--- src/sv/nearest_landmark_association_macros.svh ---
// ----------------------------------------------------------------------------
// Nearest landmark association: assertion macros
// Concurrent assertion wrappers, empty when SYNTHESIS is defined.
// ----------------------------------------------------------------------------
`ifndef NEAREST_LANDMARK_ASSOCIATION_MACROS_SVH
`define NEAREST_LANDMARK_ASSOCIATION_MACROS_SVH

`ifndef SYNTHESIS

// Property that holds at every edge out of reset
`define NLA_ASSERT(lbl, clk, rst_n, prop) \
    lbl: assert property (@(posedge clk) disable iff (!rst_n) (prop)) \
        else $error("nla assertion failed");

// Antecedent implies consequent in the next cycle
`define NLA_ASSERT_NEXT(lbl, clk, rst_n, ante, cons) \
    lbl: assert property (@(posedge clk) disable iff (!rst_n) (ante) |=> (cons)) \
        else $error("nla assertion failed");

`else

`define NLA_ASSERT(lbl, clk, rst_n, prop)
`define NLA_ASSERT_NEXT(lbl, clk, rst_n, ante, cons)

`endif

`endif

--- src/sv/nla_pkg.sv ---
// ----------------------------------------------------------------------------
// Nearest landmark association package
// Sizes, register indexes, word kinds and the scan tag type.
// ----------------------------------------------------------------------------
package nla_pkg;

    localparam int MAX_LANDMARKS = 64;
    localparam int COORD_BITS    = 24;

    localparam int IDX_W   = (MAX_LANDMARKS > 1) ? $clog2(MAX_LANDMARKS) : 1;
    localparam int CNT_W   = $clog2(MAX_LANDMARKS + 1);
    localparam int SLOT_W  = 6;
    localparam int COUNT_W = 7;
    localparam int LIMIT_W = 49;
    localparam int DIST_W  = 2 * COORD_BITS + 1;
    localparam int BEST_W  = (DIST_W > LIMIT_W) ? DIST_W : LIMIT_W;

    localparam logic [LIMIT_W-1:0] RESET_LIMIT = 49'd10485760000000;

    localparam int CFG_IDX_W = 1;
    localparam logic [CFG_IDX_W-1:0] CFG_COUNT = 1'b0;
    localparam logic [CFG_IDX_W-1:0] CFG_LIMIT = 1'b1;

    localparam logic KIND_LOAD  = 1'b0;
    localparam logic KIND_QUERY = 1'b1;

    // Travels alongside each table read through the distance pipeline
    typedef struct packed {
        logic             valid;
        logic             last;
        logic [IDX_W-1:0] idx;
    } t_tag;

endpackage

--- src/sv/nla_dist.sv ---
// ----------------------------------------------------------------------------
// Nearest landmark association: distance pipeline
// Three stages: absolute difference, square, sum of squares.
// ----------------------------------------------------------------------------
module nla_dist (
    input  logic                                 i_clk,
    input  logic                                 i_rst_n,
    input  nla_pkg::t_tag                        i_tag,
    input  logic signed [nla_pkg::COORD_BITS-1:0] i_lm_x,
    input  logic signed [nla_pkg::COORD_BITS-1:0] i_lm_y,
    input  logic signed [nla_pkg::COORD_BITS-1:0] i_obs_x,
    input  logic signed [nla_pkg::COORD_BITS-1:0] i_obs_y,
    output nla_pkg::t_tag                        o_tag,
    output logic [nla_pkg::DIST_W-1:0]           o_dist
);
    import nla_pkg::*;

    logic signed [COORD_BITS:0] w_dx;
    logic signed [COORD_BITS:0] w_dy;
    logic [COORD_BITS:0]        w_ax;
    logic [COORD_BITS:0]        w_ay;

    logic [COORD_BITS-1:0]   r_mag_x;
    logic [COORD_BITS-1:0]   r_mag_y;
    logic [2*COORD_BITS-1:0] r_sq_x;
    logic [2*COORD_BITS-1:0] r_sq_y;
    logic [DIST_W-1:0]       r_dist;
    t_tag                    r_tag1;
    t_tag                    r_tag2;
    t_tag                    r_tag3;

    assign w_dx = {i_lm_x[COORD_BITS-1], i_lm_x} - {i_obs_x[COORD_BITS-1], i_obs_x};
    assign w_dy = {i_lm_y[COORD_BITS-1], i_lm_y} - {i_obs_y[COORD_BITS-1], i_obs_y};
    assign w_ax = w_dx[COORD_BITS] ? (~w_dx + 1'b1) : w_dx;
    assign w_ay = w_dy[COORD_BITS] ? (~w_dy + 1'b1) : w_dy;

    // Magnitude of a difference never exceeds 2^COORD_BITS - 1
    always_ff @(posedge i_clk) begin
        r_mag_x <= w_ax[COORD_BITS-1:0];
        r_mag_y <= w_ay[COORD_BITS-1:0];
        r_sq_x  <= r_mag_x * r_mag_x;
        r_sq_y  <= r_mag_y * r_mag_y;
        r_dist  <= {1'b0, r_sq_x} + {1'b0, r_sq_y};
    end

    always_ff @(posedge i_clk) begin
        if (!i_rst_n) begin
            r_tag1 <= '0;
            r_tag2 <= '0;
            r_tag3 <= '0;
        end else begin
            r_tag1 <= i_tag;
            r_tag2 <= r_tag1;
            r_tag3 <= r_tag2;
        end
    end

    assign o_tag  = r_tag3;
    assign o_dist = r_dist;

endmodule

--- config.mk ---
export PLATFORM = sky130hd
export DESIGN_NAME = nla_dist
export DESIGN_NICKNAME = d
export VERILOG_FILES = /design/src/sv/nearest_landmark_association_macros.svh /design/src/sv/nla_pkg.sv /design/src/sv/nla_dist.sv
export SDC_FILE = /design/constraint.sdc
export NUM_CORES = 2
export LEC_CHECK = 0
export ABC_AREA = 0
export BUFFER_PORTS_ARGS = -buffer_cell sky130_fd_sc_hd__buf_4
export CORE_ASPECT_RATIO = 2
export CORE_MARGIN = 8
export CORE_UTILIZATION = 45
export DETAILED_ROUTE_END_ITERATION = 12
export GPL_TIMING_DRIVEN = 0
export HOLD_SLACK_MARGIN = 0.08
export PLACE_DENSITY = 0.65
export SLEW_MARGIN = 20
export SYNTH_ARGS = -nofsm -noshare
export SYNTH_HDL_FRONTEND = slang
export SYNTH_SLANG_ARGS = --single-unit
--- constraint.sdc ---
create_clock -name i_clk -period 7.25 [get_ports i_clk]
set_input_delay 0.3625 -clock i_clk [delete_from_list [all_inputs] [get_ports i_clk]]
set_output_delay 0.3625 -clock i_clk [all_outputs]
set_load 0.02 [all_outputs]
=== Word-level counts from Yosys, hierarchy flattened ===
Cells that the tools add are included.

* Input bits: 106
* Register bits after elaboration: 217
* Output and inout bits: 57

* Multiply operators: 2
* Add/subtract/negate cells: 5
* Muxes and demuxes: 2
* Bitwise logic cells: 2

{| class="wikitable"
|+ Operators by type and width
! kind !! number
|-
| $mul A24 B24 Y48 || 2
|-
| $sub A24 B24 Y25 || 2
|-
| $add A48 B48 Y49 || 1
|-
| $add A24 B1 Y24 const B || 2
|-
| $mux W24 || 2
|-
| $not A24 Y24 || 2
|}

=== Logic depth before layout (Yosys ltp) ===
* Depth in word-level cells: 4
* Gate-level depth with buffers: 28
* Mapped depth without buffers: 27

=== Worst setup path after synthesis ===
Ideal clock, no wire load.

* Path type: reg-to-reg
* Start: reg r_mag_y[17]
* End: reg r_sq_y[40]
* Path slack: -0.057 ns
* Data arrival time: 7.211 ns
* Cell stages (with the launch flop): 28
* Period minus slack after synthesis: 7.307 ns
* Cell sequence: dfxtp_1 -> clkbuf_1 -> clkbuf_1 -> nand2_1 -> fa_1 -> inv_1 -> fa_1 -> inv_1 -> fa_1 -> fa_1 -> inv_1 -> fa_1 -> fa_1 -> inv_1 -> fa_1 -> inv_1 -> ha_1 -> clkbuf_2 -> o21a_1 -> o22ai_1 -> or3_1 -> nor3_1 -> o41ai_1 -> a41oi_1 -> a21o_1 -> a2111oi_0 -> or4_1 -> o311ai_1

* Cells in the longest elaborated chain, start to end: 1

{| class="wikitable"
|+ RTL lines
! item !! RTL line !! RTL
|-
| start: declaration || nla_dist.sv:24 || <nowiki>logic [COORD_BITS-1:0] r_mag_y;</nowiki>
|-
| start signal: assignment || nla_dist.sv:40 || <nowiki>r_mag_y <= w_ay[COORD_BITS-1:0];</nowiki>
|-
| $mul A24 B24 Y48 || nla_dist.sv:42 || <nowiki>r_sq_y <= r_mag_y * r_mag_y;</nowiki>
|-
| end signal: assignment || nla_dist.sv:42 ||
|-
| end: declaration || nla_dist.sv:26 || <nowiki>logic [2*COORD_BITS-1:0] r_sq_y;</nowiki>
|}

No other way between the ends.
A chain may end at the register's enable or synchronous reset.

=== Worst setup path in the final report ===
* Start: reg r_mag_y[0]
* End: reg r_sq_y[40]

Same word-level chain as after synthesis.

==> results by group <==
Floorplan
  • Starting density of the core: 0.451
  • Core Box Area: around 95000 µm²
  • Rows: 160
  • Die span in y: ~450 µm
  • Die area: 106000 µm²
  • # IOs: 163
  • Die width: between 200 and 250 µm

Final layout
  • Share of layout cells above drive strength 1: 0.111
  • Area grow syn2layout: 13.4%
  • Nets: approximately 6400
  • Inserted Diodes: 0
  • # fillers: a little under 9000

STA
  • Fmax: 137 MHz
  • Final setup margin: -72.6 ps
  • RSZ-0062 raised after global routing: yes
  • Slew Limit Fails: 0
  • Hold Vio Cnt, Final: 0
  • Slew HR: 0.241
  • Slew @ Worst Pin: around 1100 ps
  • Final min period: ~7300 ps
  • Clock skew: ~16 ps
  • Final setup vio count: 1
  • Period utilization: 1.01

Critical path
  • Worst r2r src: r_mag_y[0]
  • Crit path launch: r_mag_y[0]
  • Critical-path top delay cell: fa_1
  • Worst Path Max Fanout: 10
  • CP required: 7700 ps
  • WP data arrival: 7780 ps
  • CP max stage delay: ~570 ps
  • Crit Path Class: reg -> reg
  • CP startpoint kind: flip-flop
  • Most used cell, CP: fa_1
  • Crit end category: flip-flop

Placement
  • DP HPWL: approximately 92 mm
  • Pre-CTS setup slack: -1670 ps
  • Gpl congestion: ~0.95
  • PortBufs: between 150 and 200

Yosys
  • Post-synth top area share: 0.396
  • Mapped Area: 42700 µm²
  • Yosys reg bits: about 220
  • Largest area contributor in the netlist: fa_1
  • Most numerous cell in the Yosys netlist: inv_1
  • Avg Inst Size Synth: slightly above 9 µm²
  • Top cells by count, synth: inv_1 (1282), fa_1 (846), ha_1 (452)
  • Mapped Nets: 6089
  • Synth top area cells: fa_1 (40%), ha_1 (13%), inv_1 (11%), dfxtp_1 (10%), and2_1 (3.7%)
  • Yosys cell types: 85
  • Warnings, synthesis: 0
  • Post-synthesis cell count: between 4000 and 5000
  • Async SR Flop Fraction: 0
  • Ys flop type: dfxtp_1
  • Post-synthesis sequential area ratio: 0.101
  • Post-synth EDFFs: 0

CTS
  • H-tree depth: 1
  • Clock transition at path regs: 60 ps
  • Cts bufs inserted: 22
  • CTS sink count: approximately 220
  • Clk Latency, worst-skew pair: 560 ps
  • CTS tree: done
  • CTS max path bufs: 3
  • Root buf cell: clkbuf_16

Global route
  • First-pass GRT wire length: about 180 mm
  • Total grt overflow: 0
  • Antenna violations before repair: 1
  • Vias in the first global route: around 34000
  • Largest net degree at the start of global routing: 17
  • Overall Global Routing Usage: 0.210

Worst hold path
  • Hold path startpoint: i_obs_x[0]
  • Worst Hold Class: in -> reg

Run status
  • Failing checks: setup timing
  • Status: finished, violations left

Routing
  • Wire length per cell: between 15 and 20 µm
  • Vias per inst: between 5 and 6
  • Total iterations of the first detailed-routing run: 5
  • DR DRC count: 0
  • DRT iter0 DRCs: roughly 1500
  • Via Count: 31572
  • WL final: approximately 110 mm
  • Detail Route Antenna Nets: 0

Run
  • Max cap viols: 0
-- layout make-up --
cell class | count | area (µm²) | share of cell area
inverter | 1282 | 4820 | 0.0995
tap | 1215 | 1520 | 0.0314
sequential | 215 | 4440 | 0.0916
multi-input combinational | 3070 | 33700 | 0.696
clock inverter | 14 | 178 | 0.00367
buffer | 112 | 1290 | 0.0267
clock buffer | 25 | 593 | 0.0122
timing repair buffer | 244 | 1880 | 0.0388
-- what timing repair did --
| item | 4_1_cts | 5_1_grt |
|---|---|---|
| endpoints found under the setup margin | 50 | 22 |
| pin swaps | 16 | 43 |
| cloned | 0 | 1 |
| resized for setup | 354 | 159 |
| buffers inserted | 20 | 52 |
| hold buffers | 10 | 0 |
| endpoints found under the hold margin | 11 | 0 |
-- cells by family after synthesis --
kind of cell / share of synthesized area
compound gates: 0.0794
simple gates: 0.121
fa+ha+maj: 0.529
buf+inv: 0.123
flops: 0.101
xor+xnor: 0.0449
mux: 0.00269
-- critical path, delay by kind of cell (launching register included) --
family          cells  cell delay, ps
fa+ha+maj           8            3930
flops               1             430
compound gates      5             680
buf+inv             7             670
simple gates        5            1500
-- flip-flops by register name, indices dropped and copies added (netlist names) --
| register | flops |
|---|---|
| o_dist | 49 |
| o_tag | 8 |
| r_mag_x | 24 |
| r_mag_y | 24 |
| r_sq_x | 47 |
| r_sq_y | 47 |
| r_tag1 | 8 |
| r_tag2 | 8 |
-- worst paths after layout --
kind,end,slack [ps],cells after the start
worst max-delay path,r_sq_y[40],-70,25
worst min-delay path,r_mag_x[0],130,3
worst max register to register,r_sq_y[40],-70,25
worst min register to register,r_tag2[5],440,1
-- cell usage in the layout (no fill, tap or decap), drive strengths merged, types with 68 or more instances in the layout --
master and instances:
fa 846, a21oi 147, xnor2 151, ha 452
nand2 387, buf 275, dfxtp 215, a21o 82
clkbuf 96, o21ai 81, inv 1283, nor2 141
xor2 68, and2 256
-- layer usage --
layer,global-route usage,vias up,routed length (µm)
li1,-,14692,-
met1,0.261,15824,44400
met2,0.371,838,54900
met3,0.0234,218,5570
met4,0.0723,0,4110
met5,0,-,0
-- stage by stage --
step | setup TNS (ps) | cells | util | area [µm²] | hold slack, ps
floorplan | 0 | 4685 | - | 42700 | 385
global placement | -46260 | 6062 | 0.480 | 45500 | 413
detailed placement | -42770 | 6062 | 0.480 | 45500 | 419
CTS | 0 | 6125 | 0.503 | 47600 | 93.0
global route | -841 | 6177 | 0.512 | 48500 | 150
finish | -72.6 | 6177 | 0.512 | 48500 | 134
Power is not shown: default switching activity piles up to over one toggle a cycle in this logic, so the estimate is an artifact.
